`config.mk`:
```
export PLATFORM = sky130hd
export DESIGN_NAME = command_line_parse_validate
export DESIGN_NICKNAME = d
export VERILOG_FILES = /design/src/hdl/clpv_pkg.sv /design/src/hdl/clpv_front.sv /design/src/hdl/clpv_queue.sv /design/src/hdl/clpv_back.sv /design/src/hdl/command_line_parse_validate.sv
export SDC_FILE = /design/constraint.sdc
export NUM_CORES = 2
export LEC_CHECK = 0
export BUFFER_PORTS_ARGS = -buffer_cell sky130_fd_sc_hd__buf_2
export CORE_MARGIN = 2
export CORE_UTILIZATION = 25
export CTS_BUF_LIST = sky130_fd_sc_hd__clkbuf_16
export CTS_CLUSTER_SIZE = 25
export DETAILED_ROUTE_END_ITERATION = 7
export PLACE_DENSITY = 0.39
export SYNTH_ARGS = -nofsm -noshare
export SYNTH_HDL_FRONTEND = slang
export SYNTH_HIERARCHICAL = 1
export SYNTH_SLANG_ARGS = --single-unit
```
`constraint.sdc`:
```
create_clock -name clock -period 39.5 [get_ports clock]
set_input_delay 7.9 -clock clock [delete_from_list [all_inputs] [get_ports clock]]
set_output_delay 7.9 -clock clock [all_outputs]
set_load 0.05 [all_outputs]
```
`src/hdl/clpv_pkg.sv`:
```
package clpv_pkg;

   localparam logic [7:0] CH_CR   = 8'h0D;
   localparam logic [7:0] CH_LF   = 8'h0A;
   localparam logic [7:0] CH_BAR  = 8'h7C;
   localparam logic [7:0] CH_ZERO = 8'h30;
   localparam logic [7:0] CH_NINE = 8'h39;
   localparam logic [7:0] CH_DASH = 8'h2D;
   localparam logic [7:0] CH_T    = 8'h54;
   localparam logic [7:0] CH_COLON = 8'h3A;
   localparam logic [7:0] CH_Z    = 8'h5A;

   localparam int STAMP_LEN = 20;

   localparam logic [3:0] ERR_OK          = 4'd0;
   localparam logic [3:0] ERR_FORMAT      = 4'd1;
   localparam logic [3:0] ERR_PREFIX      = 4'd2;
   localparam logic [3:0] ERR_ID          = 4'd3;
   localparam logic [3:0] ERR_CMD_ID      = 4'd4;
   localparam logic [3:0] ERR_STATE       = 4'd5;
   localparam logic [3:0] ERR_POWER       = 4'd6;
   localparam logic [3:0] ERR_STATE_POWER = 4'd7;
   localparam logic [3:0] ERR_STAMP       = 4'd8;

   localparam logic [1:0] DISP_STANDBY = 2'd0;
   localparam logic [1:0] DISP_LIMITED = 2'd1;
   localparam logic [1:0] DISP_FULL    = 2'd2;

   // state word candidates
   localparam int CAND_STANDBY   = 0;
   localparam int CAND_AVAILABLE = 1;

   // register indexes
   localparam logic [2:0] REG_ID_LEN    = 3'd0;
   localparam logic [2:0] REG_ID_FIRST  = 3'd1;
   localparam logic [2:0] REG_ID_SECOND = 3'd2;
   localparam logic [2:0] REG_LIMITED   = 3'd3;
   localparam logic [2:0] REG_FULL      = 3'd4;

   // one finished line, as classified by the front end
   typedef struct packed {
      logic [3:0]                     early_err;
      logic                           stamp_len_ok;
      logic [1:0]                     state_match;
      logic [31:0]                    cmd;
      logic [31:0]                    pwr;
      logic [STAMP_LEN-1:0][7:0]      stamp;
   } summ_type;

   typedef struct packed {
      logic [3:0]  error_code;
      logic [31:0] command_id;
      logic        target_available;
      logic [31:0] power_limit_w;
      logic [1:0]  display_mode;
      logic [13:0] stamp_year;
      logic [3:0]  stamp_month;
      logic [4:0]  stamp_day;
      logic [4:0]  stamp_hour;
      logic [5:0]  stamp_minute;
      logic [5:0]  stamp_second;
   } rslt_type;

   function automatic logic is_digit(logic [7:0] c);
      return (c >= CH_ZERO) && (c <= CH_NINE);
   endfunction

   // {bad, acc}: decimal accumulate with overflow rejection
   function automatic logic [32:0] add_digit(logic [31:0] acc, logic [7:0] c);
      logic [35:0] v;
      logic [7:0]  d;
      d = c - CH_ZERO;
      v = ({4'b0, acc} << 3) + ({4'b0, acc} << 1) + {28'b0, d};
      if (!is_digit(c)) begin
         return {1'b1, acc};
      end
      if (v[35:32] != 4'b0) begin
         return {1'b1, 32'b0};
      end
      return {1'b0, v[31:0]};
   endfunction

   function automatic logic [7:0] prefix_char(logic [1:0] i);
      unique case (i)
         2'd0: return 8'h43;
         2'd1: return 8'h4D;
         2'd2: return 8'h44;
         default: return 8'h00;
      endcase
   endfunction

   function automatic logic [7:0] standby_char(logic [2:0] i);
      unique case (i)
         3'd0: return 8'h53;
         3'd1: return 8'h54;
         3'd2: return 8'h41;
         3'd3: return 8'h4E;
         3'd4: return 8'h44;
         3'd5: return 8'h42;
         3'd6: return 8'h59;
         default: return 8'h00;
      endcase
   endfunction

   function automatic logic [7:0] avail_char(logic [3:0] i);
      unique case (i)
         4'd0: return 8'h41;
         4'd1: return 8'h56;
         4'd2: return 8'h41;
         4'd3: return 8'h49;
         4'd4: return 8'h4C;
         4'd5: return 8'h41;
         4'd6: return 8'h42;
         4'd7: return 8'h4C;
         4'd8: return 8'h45;
         default: return 8'h00;
      endcase
   endfunction

   // two ASCII digits to a value 0..99
   function automatic logic [6:0] two_dig(logic [7:0] hi, logic [7:0] lo);
      logic [6:0] h;
      logic [6:0] l;
      h = 7'(hi[3:0]);
      l = 7'(lo[3:0]);
      return (h << 3) + (h << 1) + l;
   endfunction

endpackage

```
`src/hdl/clpv_front.sv`:
```
module clpv_front import clpv_pkg::*; #(
   parameter int LINE_LIMIT   = 128,
   parameter int ID_MAX_CHARS = 16
) (
   input  logic        clock,
   input  logic        reset,
   input  logic        req_valid,
   output logic        req_ready,
   input  logic [7:0]  req_rx_byte,
   input  logic [4:0]  cfg_id_len,
   input  logic [127:0] cfg_id,
   input  logic        q_full,
   output logic        q_push,
   output summ_type    q_data
);

   logic [2:0]  field_ff, field_in;
   logic        extra_ff, extra_in;
   logic [7:0]  line_cnt_ff, line_cnt_in;
   logic [7:0]  fcnt_ff, fcnt_in;
   logic        prefix_ok_ff, prefix_ok_in;
   logic        id_match_ff, id_match_in;
   logic        id_len_ok_ff, id_len_ok_in;
   logic [31:0] cmd_acc_ff, cmd_acc_in;
   logic        cmd_bad_ff, cmd_bad_in;
   logic [1:0]  sm_ff, sm_in;
   logic [31:0] pwr_acc_ff, pwr_acc_in;
   logic        pwr_bad_ff, pwr_bad_in;
   logic [STAMP_LEN-1:0][7:0] stamp_ff, stamp_in;

   logic        accept;
   logic        is_end;
   logic [32:0] dig;
   logic [7:0]  c;

   assign c         = req_rx_byte;
   assign req_ready = !q_full;
   assign accept    = req_valid && req_ready;
   assign is_end    = (c == CH_CR) || (c == CH_LF);
   assign q_push    = accept && is_end;

   // line classification up to the checks that need the timestamp
   always_comb begin
      q_data.stamp_len_ok = (fcnt_ff == 8'(STAMP_LEN));
      q_data.state_match  = sm_ff;
      q_data.cmd          = cmd_acc_ff;
      q_data.pwr          = pwr_acc_ff;
      q_data.stamp        = stamp_ff;
      priority if ((line_cnt_ff == 8'd0) || (line_cnt_ff >= 8'(LINE_LIMIT)) ||
                   (field_ff != 3'd5) || extra_ff) begin
         q_data.early_err = ERR_FORMAT;
      end else if (!prefix_ok_ff) begin
         q_data.early_err = ERR_PREFIX;
      end else if (!id_len_ok_ff) begin
         q_data.early_err = ERR_ID;
      end else if (cmd_bad_ff || (cmd_acc_ff == 32'd0)) begin
         q_data.early_err = ERR_CMD_ID;
      end else if (sm_ff == 2'b00) begin
         q_data.early_err = ERR_STATE;
      end else if (pwr_bad_ff) begin
         q_data.early_err = ERR_POWER;
      end else if ((fcnt_ff == 8'd0) || (fcnt_ff > 8'(STAMP_LEN))) begin
         q_data.early_err = ERR_STAMP;
      end else if (!id_match_ff) begin
         q_data.early_err = ERR_ID;
      end else begin
         q_data.early_err = ERR_OK;
      end
   end

   always_comb begin
      field_in     = field_ff;
      extra_in     = extra_ff;
      line_cnt_in  = line_cnt_ff;
      fcnt_in      = fcnt_ff;
      prefix_ok_in = prefix_ok_ff;
      id_match_in  = id_match_ff;
      id_len_ok_in = id_len_ok_ff;
      cmd_acc_in   = cmd_acc_ff;
      cmd_bad_in   = cmd_bad_ff;
      sm_in        = sm_ff;
      pwr_acc_in   = pwr_acc_ff;
      pwr_bad_in   = pwr_bad_ff;
      stamp_in     = stamp_ff;
      dig          = add_digit((field_ff == 3'd2) ? cmd_acc_ff : pwr_acc_ff, c);
      if (accept) begin
         if (is_end) begin
            field_in     = 3'd0;
            extra_in     = 1'b0;
            line_cnt_in  = 8'd0;
            fcnt_in      = 8'd0;
            prefix_ok_in = 1'b1;
            id_match_in  = 1'b1;
            id_len_ok_in = 1'b0;
            cmd_acc_in   = 32'd0;
            cmd_bad_in   = 1'b0;
            sm_in        = 2'b11;
            pwr_acc_in   = 32'd0;
            pwr_bad_in   = 1'b0;
         end else begin
            if (line_cnt_ff < 8'(LINE_LIMIT)) begin
               line_cnt_in = line_cnt_ff + 8'd1;
            end
            if (c == CH_BAR) begin
               if (field_ff < 3'd5) begin
                  unique case (field_ff)
                     3'd0: prefix_ok_in = prefix_ok_ff && (fcnt_ff == 8'd3);
                     3'd1: begin
                        id_len_ok_in = (fcnt_ff >= 8'd1) && (fcnt_ff <= 8'(ID_MAX_CHARS));
                        id_match_in  = id_match_ff && (fcnt_ff == {3'b0, cfg_id_len}) &&
                                       (cfg_id_len != 5'd0);
                     end
                     3'd2: cmd_bad_in = cmd_bad_ff || (fcnt_ff == 8'd0);
                     3'd3: begin
                        sm_in[CAND_STANDBY]   = sm_ff[CAND_STANDBY] && (fcnt_ff == 8'd7);
                        sm_in[CAND_AVAILABLE] = sm_ff[CAND_AVAILABLE] && (fcnt_ff == 8'd9);
                     end
                     3'd4: pwr_bad_in = pwr_bad_ff || (fcnt_ff == 8'd0);
                     default: ;
                  endcase
                  field_in = field_ff + 3'd1;
                  fcnt_in  = 8'd0;
               end else begin
                  extra_in = 1'b1;
               end
            end else if (!extra_ff) begin
               unique case (field_ff)
                  3'd0: prefix_ok_in = prefix_ok_ff && (fcnt_ff < 8'd3) &&
                                       (prefix_char(fcnt_ff[1:0]) == c);
                  3'd1: id_match_in = id_match_ff && (fcnt_ff < 8'(ID_MAX_CHARS)) &&
                                      (fcnt_ff < 8'd16) &&
                                      (cfg_id[{fcnt_ff[3:0], 3'b000} +: 8] == c);
                  3'd2: begin
                     cmd_acc_in = dig[31:0];
                     cmd_bad_in = cmd_bad_ff || dig[32];
                  end
                  3'd3: begin
                     sm_in[CAND_STANDBY]   = sm_ff[CAND_STANDBY] && (fcnt_ff < 8'd7) &&
                                             (standby_char(fcnt_ff[2:0]) == c);
                     sm_in[CAND_AVAILABLE] = sm_ff[CAND_AVAILABLE] && (fcnt_ff < 8'd9) &&
                                             (avail_char(fcnt_ff[3:0]) == c);
                  end
                  3'd4: begin
                     pwr_acc_in = dig[31:0];
                     pwr_bad_in = pwr_bad_ff || dig[32];
                  end
                  default: begin
                     if (fcnt_ff < 8'(STAMP_LEN)) begin
                        stamp_in[fcnt_ff[4:0]] = c;
                     end
                  end
               endcase
               if (fcnt_ff != 8'd255) begin
                  fcnt_in = fcnt_ff + 8'd1;
               end
            end
         end
      end
   end

   always_ff @(posedge clock) begin
      if (reset) begin
         field_ff     <= 3'd0;
         extra_ff     <= 1'b0;
         line_cnt_ff  <= 8'd0;
         fcnt_ff      <= 8'd0;
         prefix_ok_ff <= 1'b1;
         id_match_ff  <= 1'b1;
         id_len_ok_ff <= 1'b0;
         cmd_acc_ff   <= 32'd0;
         cmd_bad_ff   <= 1'b0;
         sm_ff        <= 2'b11;
         pwr_acc_ff   <= 32'd0;
         pwr_bad_ff   <= 1'b0;
      end else begin
         field_ff     <= field_in;
         extra_ff     <= extra_in;
         line_cnt_ff  <= line_cnt_in;
         fcnt_ff      <= fcnt_in;
         prefix_ok_ff <= prefix_ok_in;
         id_match_ff  <= id_match_in;
         id_len_ok_ff <= id_len_ok_in;
         cmd_acc_ff   <= cmd_acc_in;
         cmd_bad_ff   <= cmd_bad_in;
         sm_ff        <= sm_in;
         pwr_acc_ff   <= pwr_acc_in;
         pwr_bad_ff   <= pwr_bad_in;
      end
      stamp_ff <= stamp_in;
   end

endmodule

```
`src/hdl/clpv_queue.sv`:
```
module clpv_queue import clpv_pkg::*; (
   input  logic     clock,
   input  logic     reset,
   input  logic     push,
   input  summ_type push_data,
   output logic     full,
   input  logic     pop,
   output logic     head_valid,
   output summ_type head_data
);

   summ_type   mem_ff [2];
   logic       wr_ptr_ff;
   logic       rd_ptr_ff;
   logic [1:0] count_ff;

   assign full       = (count_ff == 2'd2);
   assign head_valid = (count_ff != 2'd0);
   assign head_data  = mem_ff[rd_ptr_ff];

   always_ff @(posedge clock) begin
      if (reset) begin
         wr_ptr_ff <= 1'b0;
         rd_ptr_ff <= 1'b0;
         count_ff  <= 2'd0;
      end else begin
         if (push) begin
            wr_ptr_ff <= !wr_ptr_ff;
         end
         if (pop) begin
            rd_ptr_ff <= !rd_ptr_ff;
         end
         count_ff <= count_ff + {1'b0, push} - {1'b0, pop};
      end
      if (push) begin
         mem_ff[wr_ptr_ff] <= push_data;
      end
   end

endmodule

```
`src/hdl/clpv_back.sv`:
```
module clpv_back import clpv_pkg::*; (
   input  logic        clock,
   input  logic        reset,
   input  logic        head_valid,
   input  summ_type    head_data,
   output logic        pop,
   input  logic [31:0] cfg_limited,
   input  logic [31:0] cfg_full,
   output logic        rsp_valid,
   input  logic        rsp_ready,
   output rslt_type    rslt
);

   logic      valid_ff;
   rslt_type  rslt_ff;
   rslt_type  rslt_in;
   logic      fmt_ok;
   logic      digits_ok;
   logic      range_ok;
   logic [3:0] err;
   logic [6:0] yr_hi, yr_lo, mo, dy, hr, mi, se;
   logic [STAMP_LEN-1:0][7:0] s;

   assign s         = head_data.stamp;
   assign pop       = head_valid && (!valid_ff || rsp_ready);
   assign rsp_valid = valid_ff;
   assign rslt      = rslt_ff;

   always_comb begin
      fmt_ok = (s[4] == CH_DASH) && (s[7] == CH_DASH) && (s[10] == CH_T) &&
               (s[13] == CH_COLON) && (s[16] == CH_COLON) && (s[19] == CH_Z);
      digits_ok = is_digit(s[0]) && is_digit(s[1]) && is_digit(s[2]) && is_digit(s[3]) &&
                  is_digit(s[5]) && is_digit(s[6]) && is_digit(s[8]) && is_digit(s[9]) &&
                  is_digit(s[11]) && is_digit(s[12]) && is_digit(s[14]) &&
                  is_digit(s[15]) && is_digit(s[17]) && is_digit(s[18]);
      yr_hi = two_dig(s[0], s[1]);
      yr_lo = two_dig(s[2], s[3]);
      mo    = two_dig(s[5], s[6]);
      dy    = two_dig(s[8], s[9]);
      hr    = two_dig(s[11], s[12]);
      mi    = two_dig(s[14], s[15]);
      se    = two_dig(s[17], s[18]);
      range_ok = (mo >= 7'd1) && (mo <= 7'd12) && (dy >= 7'd1) && (dy <= 7'd31) &&
                 (hr <= 7'd23) && (mi <= 7'd59) && (se <= 7'd59);

      priority if (head_data.early_err != ERR_OK) begin
         err = head_data.early_err;
      end else if (!head_data.stamp_len_ok || !fmt_ok || !digits_ok || !range_ok) begin
         err = ERR_STAMP;
      end else if (head_data.state_match[CAND_STANDBY]) begin
         err = (head_data.pwr == 32'd0) ? ERR_OK : ERR_STATE_POWER;
      end else if ((head_data.pwr != cfg_limited) && (head_data.pwr != cfg_full)) begin
         err = ERR_POWER;
      end else begin
         err = ERR_OK;
      end

      rslt_in = '0;
      rslt_in.error_code = err;
      if (err == ERR_OK) begin
         rslt_in.command_id       = head_data.cmd;
         rslt_in.target_available = head_data.state_match[CAND_AVAILABLE];
         rslt_in.power_limit_w    = head_data.pwr;
         if (!head_data.state_match[CAND_AVAILABLE]) begin
            rslt_in.display_mode = DISP_STANDBY;
         end else if (head_data.pwr == cfg_limited) begin
            rslt_in.display_mode = DISP_LIMITED;
         end else begin
            rslt_in.display_mode = DISP_FULL;
         end
         rslt_in.stamp_year   = ({7'b0, yr_hi} << 6) + ({7'b0, yr_hi} << 5) +
                                ({7'b0, yr_hi} << 2) + {7'b0, yr_lo};
         rslt_in.stamp_month  = mo[3:0];
         rslt_in.stamp_day    = dy[4:0];
         rslt_in.stamp_hour   = hr[4:0];
         rslt_in.stamp_minute = mi[5:0];
         rslt_in.stamp_second = se[5:0];
      end
   end

   always_ff @(posedge clock) begin
      if (reset) begin
         valid_ff <= 1'b0;
      end else if (pop) begin
         valid_ff <= 1'b1;
      end else if (rsp_ready) begin
         valid_ff <= 1'b0;
      end
      if (pop) begin
         rslt_ff <= rslt_in;
      end
   end

endmodule

```
`src/hdl/command_line_parse_validate.sv`:
```
// channel  | direction | handshake             | payload
// req      | in        | req_valid / req_ready | req_rx_byte
// rsp      | out       | rsp_valid / rsp_ready | rsp_error_code .. rsp_stamp_second
// csr      | in        | psel/penable/pwrite   | paddr, pwdata, prdata (64 bit)
//
// One word per cycle in; a CR or LF word that is taken gives a result word that
// passes through the line queue, then the output register, where rsp_valid rises.
// req_ready drops only while the line queue is full (two finished lines
// waiting on a stalled rsp side).
// Reset is synchronous: it clears the line state, the queue pointers, the rsp
// valid flag and the config registers; queue entries, the result register and
// the timestamp bytes hold no reset value.
module command_line_parse_validate import clpv_pkg::*; #(
   parameter int LINE_LIMIT   = 128,
   parameter int ID_MAX_CHARS = 16
) (
   input  logic        clock,
   input  logic        reset,
   input  logic        req_valid,
   output logic        req_ready,
   input  logic [7:0]  req_rx_byte,
   output logic        rsp_valid,
   input  logic        rsp_ready,
   output logic [3:0]  rsp_error_code,
   output logic [31:0] rsp_command_id,
   output logic        rsp_target_available,
   output logic [31:0] rsp_power_limit_w,
   output logic [1:0]  rsp_display_mode,
   output logic [13:0] rsp_stamp_year,
   output logic [3:0]  rsp_stamp_month,
   output logic [4:0]  rsp_stamp_day,
   output logic [4:0]  rsp_stamp_hour,
   output logic [5:0]  rsp_stamp_minute,
   output logic [5:0]  rsp_stamp_second,
   input  logic        psel,
   input  logic        penable,
   input  logic        pwrite,
   input  logic [5:0]  paddr,
   input  logic [63:0] pwdata,
   output logic [63:0] prdata,
   output logic        pready
);

   // configuration registers
   logic [4:0]  id_len_ff;
   logic [63:0] id_first_ff;
   logic [63:0] id_second_ff;
   logic [31:0] limited_ff;
   logic [31:0] full_ff;
   logic        csr_wr;
   logic [2:0]  csr_idx;

   // front to queue to back
   logic     q_push;
   logic     q_full;
   logic     q_pop;
   logic     q_valid;
   summ_type q_wdata;
   summ_type q_head;
   rslt_type rslt;

   assign pready  = 1'b1;
   assign csr_idx = paddr[5:3];
   assign csr_wr  = psel && penable && pwrite;

   always_ff @(posedge clock) begin
      if (reset) begin
         id_len_ff    <= 5'd0;
         id_first_ff  <= 64'd0;
         id_second_ff <= 64'd0;
         limited_ff   <= 32'd0;
         full_ff      <= 32'd0;
      end else if (csr_wr) begin
         unique case (csr_idx)
            REG_ID_LEN:    id_len_ff    <= pwdata[4:0];
            REG_ID_FIRST:  id_first_ff  <= pwdata;
            REG_ID_SECOND: id_second_ff <= pwdata;
            REG_LIMITED:   limited_ff   <= pwdata[31:0];
            REG_FULL:      full_ff      <= pwdata[31:0];
            default: ;
         endcase
      end
   end

   always_comb begin
      unique case (csr_idx)
         REG_ID_LEN:    prdata = {59'b0, id_len_ff};
         REG_ID_FIRST:  prdata = id_first_ff;
         REG_ID_SECOND: prdata = id_second_ff;
         REG_LIMITED:   prdata = {32'b0, limited_ff};
         REG_FULL:      prdata = {32'b0, full_ff};
         default:       prdata = 64'd0;
      endcase
   end

   // front: per-character field tracking, classifies each line at its end
   clpv_front #(
      .LINE_LIMIT   (LINE_LIMIT),
      .ID_MAX_CHARS (ID_MAX_CHARS)
   ) u_front (
      .clock       (clock),
      .reset       (reset),
      .req_valid   (req_valid),
      .req_ready   (req_ready),
      .req_rx_byte (req_rx_byte),
      .cfg_id_len  (id_len_ff),
      .cfg_id      ({id_second_ff, id_first_ff}),
      .q_full      (q_full),
      .q_push      (q_push),
      .q_data      (q_wdata)
   );

   clpv_queue u_queue (
      .clock      (clock),
      .reset      (reset),
      .push       (q_push),
      .push_data  (q_wdata),
      .full       (q_full),
      .pop        (q_pop),
      .head_valid (q_valid),
      .head_data  (q_head)
   );

   // back: timestamp and power checks, result decode, output register
   clpv_back u_back (
      .clock       (clock),
      .reset       (reset),
      .head_valid  (q_valid),
      .head_data   (q_head),
      .pop         (q_pop),
      .cfg_limited (limited_ff),
      .cfg_full    (full_ff),
      .rsp_valid   (rsp_valid),
      .rsp_ready   (rsp_ready),
      .rslt        (rslt)
   );

   assign rsp_error_code       = rslt.error_code;
   assign rsp_command_id       = rslt.command_id;
   assign rsp_target_available = rslt.target_available;
   assign rsp_power_limit_w    = rslt.power_limit_w;
   assign rsp_display_mode     = rslt.display_mode;
   assign rsp_stamp_year       = rslt.stamp_year;
   assign rsp_stamp_month      = rslt.stamp_month;
   assign rsp_stamp_day        = rslt.stamp_day;
   assign rsp_stamp_hour       = rslt.stamp_hour;
   assign rsp_stamp_minute     = rslt.stamp_minute;
   assign rsp_stamp_second     = rslt.stamp_second;

endmodule

```
**Word level (Yosys, flattened, before mapping)**

Memory sizes are Yosys's and may differ from the RTL's. A register that Yosys moved wholly into a read port is not among the register bits.
Cells that the tools add are included.

- $add $sub $neg: 25
- Multipliers: 0
- Div/mod/pow operators: 0
- Order comparisons: 50
- Equality and inequality tests: 45
- Shift-type cells: 1
- Multiplexer cells: 105
- Bitwise operators: 4
- Reductions and logical operators: 127

Operator list:

| operator | number |
|---|---|
| case mux 64 bit (5 select lines) | 1 |
| two-way mux 32 bit | 9 |
| two-way mux 8 bit | 23 |
| bitwise mux 160 bit | 1 |
| two-way mux 33 bit | 4 |
| indexed part select 128 x 8 -> 8 bit | 1 |
| greater-or-equal comparator 8 x 6 -> 1 bit, second input constant | 15 |
| less-or-equal comparator 8 x 6 -> 1 bit, second input constant | 15 |
| logical NOT 32 bit | 2 |
| inequality test 32 bit | 2 |
| logical AND 1 bit | 61 |
| adder 7 x 4 -> 7 bit | 7 |
| adder 7 x 5 -> 7 bit | 7 |
| case mux 7 bit (7 select lines) | 1 |
| two-way mux 4 bit | 12 |
| demux 8 bit (select 5 bit) | 1 |
| two-way mux 1 bit | 39 |
| adder 35 x 33 -> 36 bit | 1 |
| adder 36 x 8 -> 36 bit | 1 |
| AND reduction 4 bit | 9 |
| == test 32 bit | 1 |
| == test 8 x 6 -> 1 bit, second input constant | 4 |
| == test 8 bit | 4 |
| == test 8 x 4 -> 1 bit, second input constant | 3 |
| other kinds (57) | 133 |

- Register bits: 564
- Latch bits: 0
- RAM bits: 462
- Bits in read-only memories: 96
- Bits of input ports: 85
- Output and inout port bits: 178
- Word-level logic and storage cells: 411
- Memories kept: 2

Memories:

| memory | words | bits a word | read ports | clocked after memory_dff | write ports | RTL line | source |
|---|---|---|---|---|---|---|---|
| u_queue.mem_ff | 2 | 231 | 1 | 1 | 1 | clpv_queue.sv:12 | `summ_type mem_ff [2];` |
| (name not given) | 16 | 6 | 1 | 1 | 0 | clpv_pkg.sv:106 | `unique case (i)` |

**Depth between registers and ports, before layout**

- Depth after elaboration: 22
- Mapped depth: 22
- Mapped depth without buffers: 20

**By module**

Netlist, hierarchy kept.

Modules (own cells, without submodules):

| module | instances | cells each | area an instance (µm²) | seq. area each (µm²) |
|---|---|---|---|---|
| clpv_queue | 1 | 740 | 17720.7 | 13973.4 |
| clpv_front | 1 | 1291 | 13932.1 | 6746.5 |
| command_line_parse_validate | 1 | 1010 | 9108.7 | 3943.8 |
| clpv_back | 1 | 640 | 7582.3 | 3353.2 |

**Worst setup path after synthesis**

No wires, ideal clock.

- Path type: in2reg
- Start point: input port req_rx_byte[0]
- End point: memory u_queue/mem_ff[0][0] (netlist name), enable pin
- Library setup time: 0.854 ns
- Arrival time: 19.150 ns
- Data required time: 38.646 ns
- Slack: 19.495 ns
- Cell stages on the path: 5
- Buffers on the path: 1
- Path through: clkbuf_1 > nor3b_1 > o2111ai_1 > nor2_1 > nor2b_1

- Longest elaborated chain between the ends: 5
- Elaborated cells between the ends (all ways): 6
- Classes of those cells: eq/ne (2); mux (2); reduce/logical (2)

RTL lines:

| element | RTL line | source |
|---|---|---|
| from (decl) | command_line_parse_validate.sv:21 | `input logic [7:0] req_rx_byte,` |
| == test 8 x 4 -> 1 bit | clpv_front.sv:39 | `assign is_end = (c == CH_CR) \|\| (c == CH_LF);` |
| logical OR 1 bit (*) | clpv_front.sv:39 |  |
| logical AND 1 bit (*) | clpv_front.sv:40 | `assign q_push = accept && is_end;` |
| named net q_push | command_line_parse_validate.sv:54 | `logic q_push;` |
| two-way mux 1 bit (*) | clpv_queue.sv:35 | `if (push) begin` |
| two-way mux 1 bit (implied by the code) (*) | clpv_queue.sv:36 | `mem_ff[wr_ptr_ff] <= push_data;` |
| to (decl) | clpv_queue.sv:12 |  |

Mark *: on every way through the listed nets, which the timed path passes. The rest lies on a longest branch.

**Worst setup path after layout**

- Start point: input port paddr[4]
- End point: output port prdata[19]

- Longest elaborated chain between the ends: 2
- Elaborated cells between the ends (all ways): 6
- Classes of those cells: eq/ne (4); mux (1); reduce/logical (1)

RTL lines:

| element | RTL line | source |
|---|---|---|
| from (decl) | command_line_parse_validate.sv:38 | `input logic [5:0] paddr,` |
| == test 3 bit (tied with other cells) | command_line_parse_validate.sv:86 | `unique case (csr_idx)` |
| case mux 64 bit (5 select lines) (*) | command_line_parse_validate.sv:86 |  |
| to (decl) | command_line_parse_validate.sv:40 | `output logic [63:0] prdata,` |

Every way passes the cells marked *; elsewhere a longest branch is shown, timed or not.

==> tab_implementation.tex <==
\begin{tabular}{lr}
\hline
Metric & Value \\
\hline
\multicolumn{2}{l}{\textbf{Floorplan}} \\
\quad Area enclosed by the die boundary & 0.197 mm² \\
\quad Horizontal die dimension & 444 µm \\
\quad Initial core utilization & 25.1\% \\
\quad Floorplan Core Area & 0.192 mm² \\
\quad Cell Rows & 161 \\
\quad Floorplan die height & 444 µm \\
\quad I/O pin count & 263 \\
\multicolumn{2}{l}{\textbf{Global routing}} \\
\quad Combined global-route utilization of all metal layers & 14.7\% \\
\quad Via count of the first global-routing pass & 30400 \\
\quad Global-route wire length before repair & 214000 µm \\
\quad Pin count of the biggest net entering global routing & 107 \\
\quad Number of antenna violations at the first check in global routing & 13 \\
\quad Global-route congestion overflow total & 0 \\
\multicolumn{2}{l}{\textbf{Timing}} \\
\quad Transition time at the pin with the least slew margin & 1.23 ns \\
\quad Worst slew margin relative to its limit & 18.0\% \\
\quad Hold Fails Final Rpt & 0 \\
\quad Max Transition Viols Final & 0 \\
\quad Setup violations, final & 0 \\
\quad Worst-case setup margin in the final layout & 21.07 ns \\
\quad Worst hold slack & 0.436 ns \\
\quad Unrepaired setup endpoints after global routing & false \\
\quad Sum of negative setup slack & 0 ns \\
\quad Clock skew after layout & 0.0423 ns \\
\quad Share of the clock period used by the worst path after layout & 46.7\% \\
\quad Minimum clock period after layout & 18.43 ns \\
\quad Max frequency & 0.0543 GHz \\
\multicolumn{2}{l}{\textbf{Clock network}} \\
\quad CTS tree & built \\
\quad CTS buffer count & 117 \\
\quad Clock-pin transition on the worst setup and hold timing paths & 0.06 ns \\
\quad Clock insertion delay at the later pin of the skew report & 0.76 ns \\
\quad Clock Sinks & 1033 \\
\quad CTS hold repair buffers & 0 \\
\quad Max Buffers Root-to-Sink & 3 \\
\quad Buffer count from post-CTS setup fixing & 0 \\
\quad Count of H-tree levels built during CTS & 3 \\
\quad Cells resized by post-CTS repair & 0 \\
\quad Root Driver & clkbuf\_16 \\
\multicolumn{2}{l}{\textbf{Critical path}} \\
\quad Required time of the worst setup path & 31.60 ns \\
\quad Cell seen most often among critical-path stages & buf\_2 \\
\quad Slowest stage delay, CP & 0.68 ns \\
\quad Crit-path slowest cell & nand2b\_4 \\
\quad Setup crit start kind & primary input \\
\quad Critical path arrival & 10.53 ns \\
\quad Critical path buffer and inverter count & 3 \\
\quad Ordered cell list for the critical path & buf\_2, nand2b\_4, nor2\_4, buf\_4, a221o\_1, buf\_2 \\
\quad Critical-path maximum fanout & 66 \\
\quad Type of destination of the critical path & output pin \\
\quad Category of the critical setup timing path & in2out \\
\quad Cell family contributing the most delay on the critical path & buffers and inverters \\
\multicolumn{2}{l}{\textbf{Yosys}} \\
\quad Post-Synthesis Cell Area & 0.0483 mm² \\
\quad \#FFs+latches synth & 1033 \\
\quad Count of distinct cell types in the synthesized netlist & 92 \\
\quad Top FF cell, synth & edfxtp\_1 \\
\quad Count of yosys warnings during synthesis & 6 \\
\quad Fraction of registers with async set or reset after synthesis & 0\% \\
\quad Most frequent cell after synthesis & edfxtp\_1 \\
\quad Largest area contributor in the netlist & edfxtp\_1 \\
\quad Commonest cells in the synthesized netlist & edfxtp\_1, o21ai\_0, dfxtp\_1 \\
\quad Average footprint of a synthesized cell & 13.1 µm² \\
\quad Post-Syn Nets & 3944 \\
\quad Number of enable-type register cells in the synthesized netlist & 733 \\
\quad Cell types with the largest area share after synthesis & edfxtp\_1, dfxtp\_1, mux2\_4 \\
\quad Seq/Total Area, Yosys & 58.0\% \\
\quad Post-synthesis instance total & 3681 \\
\quad Top-area cell type share of the netlist area & 45.5\% \\
\multicolumn{2}{l}{\textbf{Routing}} \\
\quad Residual DRC count & 0 \\
\quad Number of nets with antenna violations after detailed routing & 0 \\
\quad Number of iterations in the first detailed-routing pass & 5 \\
\quad Vias after detailed routing & 30200 \\
\quad Routed vias/inst & 4.62 \\
\quad Routed WL & 149000 µm \\
\quad Routed wirelength normalized by instance count & 22.7 µm \\
\quad DRC marker count from the first detailed-route iteration & 2038 \\
\multicolumn{2}{l}{\textbf{Pwr}} \\
\quad Maximum VDD drop & 0.0376 mV \\
\quad Total power & 3160 µW \\
\quad Cell area power density & 56.0 mW/mm² \\
\quad Leakage power figure & 0.0211 µW \\
\multicolumn{2}{l}{\textbf{Flow run}} \\
\quad Number of maximum-capacitance violations & 0 \\
\multicolumn{2}{l}{\textbf{Worst hold path}} \\
\quad Hold WC Path Type & reg2reg \\
\multicolumn{2}{l}{\textbf{Run status}} \\
\quad Status & complete, no violations \\
\multicolumn{2}{l}{\textbf{Final layout}} \\
\quad Area Overhead vs Synth & 16.6\% \\
\quad Number of nets in the layout & 4168 \\
\quad Share of layout cells above drive strength 1 & 20.4\% \\
\quad Fin cells & 6542 \\
\multicolumn{2}{l}{\textbf{Placement}} \\
\quad Cell Count Post-Placement & 6312 \\
\quad Final RePlAce weighted congestion & 0.822 \\
\quad Buffers added on ports & 258 \\
\quad Sum of net half-perimeters after detailed placement & 98100 µm \\
\quad Setup Slack @ Placement & 21.13 ns \\
\hline
\end{tabular}
-- worst reg2reg max path, stage by stage (launching register included) --
cell and delay (ns):
dfxtp_4 0.87, buf_12 0.72, mux2_2 0.49, fa_1 0.57
inv_1 0.06, fa_1 0.46, xnor2_1 0.21, fa_1 0.50
inv_1 0.05, fa_1 0.52, inv_1 0.04, ha_1 0.32
a21o_1 0.17, a21oi_1 0.21, nor2b_1 0.08, o21a_1 0.20
o41ai_1 0.35, xnor2_1 0.10, and2_1 0.22
-- worst paths after layout --
path,endpoint,cells after the start,slack (ns),start
setup / recovery,prdata[19],6,21.07,paddr[4]
setup reg to reg,u_back/rslt[38]$_SDFFCE_PP0P_,18,33.07,flip-flop
hold / removal,u_queue/mem_ff[1][91]$_DFFE_PP_,0,0.44,u_front/q_data[91]$_DFFE_PP_
hold reg to reg,u_queue/mem_ff[1][91]$_DFFE_PP_,0,0.44,u_front/q_data[91]$_DFFE_PP_
-- routing by layer --
metal	track usage, %	up-vias	routed length (µm)
met5	0	-	14
met1	19.5	15200	67000
met4	4.83	2	4430
met3	2.32	199	5700
met2	24.4	622	71600
li1	-	14200	-
-- cell type report --
cell class,instances,area (µm²)
Multi-Input combinational cell,2340,18900
Clock inverter,103,1130
Sequential cell,1033,28000
Tap cell,2526,3160
Timing Repair Buffer,316,1750
Inverter,97,364
Fill cell,19500,136000
Clock buffer,119,2980
Antenna cell,8,20.0
-- kinds of logic after synthesis --
group                      after synthesis  synth area share, %
AOI/OAI and AO/OA                      719                 9.46
xor gates and xnor gates               154                 2.82
adders and majority gates              178                 4.98
buffers and inverters                  308                 3.13
DFF                                   1033                 58.0
muxes                                  383                 11.0
other                                    1              0.00776
and+or+nand+nor                        905                 10.6
-- placed cells by master, fill, tap and decap left out, drive strengths merged, types with 60 or more instances in the layout --
cell / synthesis / routed
edfxtp: 733 / 733
o21ai: 333 / 333
buf: 83 / 315
dfxtp: 300 / 300
mux2: 234 / 234
nand2b: 158 / 158
ha: 154 / 154
nor2: 151 / 151
nor2b: 144 / 144
inv: 97 / 121
clkbuf: 128 / 120
a21oi: 113 / 113
mux2i: 109 / 109
nand2: 105 / 105
xor2: 95 / 95
and2: 95 / 95
a22o: 60 / 60
-- metrics by stage --
stage | util, % | instance area (µm²)
after floorplan | - | 48300
after global placement | 27.1 | 52200
after detailed placement | 27.1 | 52200
after CTS | 29.3 | 56300
after global routing | 29.3 | 56300
final | 29.3 | 56400
-- where the power goes --
group | leakage (µW) | internal (µW) | total [µW] | switching (µW)
Combinational | 0.00973 | 249 | 741 | 492
Sequential | 0.00928 | 1220 | 1250 | 34.7
Clock | 0.00208 | 697 | 1160 | 467
Total | 0.0211 | 2160 | 3160 | 993
-- sequential cells by signal, indices dropped and copies added, names as in the netlist, 2 cells and up, named ones only --
| register | cells |
|---|---|
| u_front/field_ff | 3 |
| limited_ff | 32 |
| id_first_ff | 64 |
| u_front/sm_ff | 2 |
| id_len_ff | 5 |
| u_queue/mem_ff | 462 |
| u_front/q_data | 160 |
| u_back/rslt | 111 |
| id_second_ff | 64 |
| u_front/fcnt_ff | 8 |
| u_queue/count_ff | 2 |
| u_front/line_cnt_ff | 8 |
| u_front/cmd_acc_ff | 32 |
| full_ff | 32 |
| u_front/pwr_acc_ff | 32 |
Note: power is estimated with default switching activity, not from simulation.
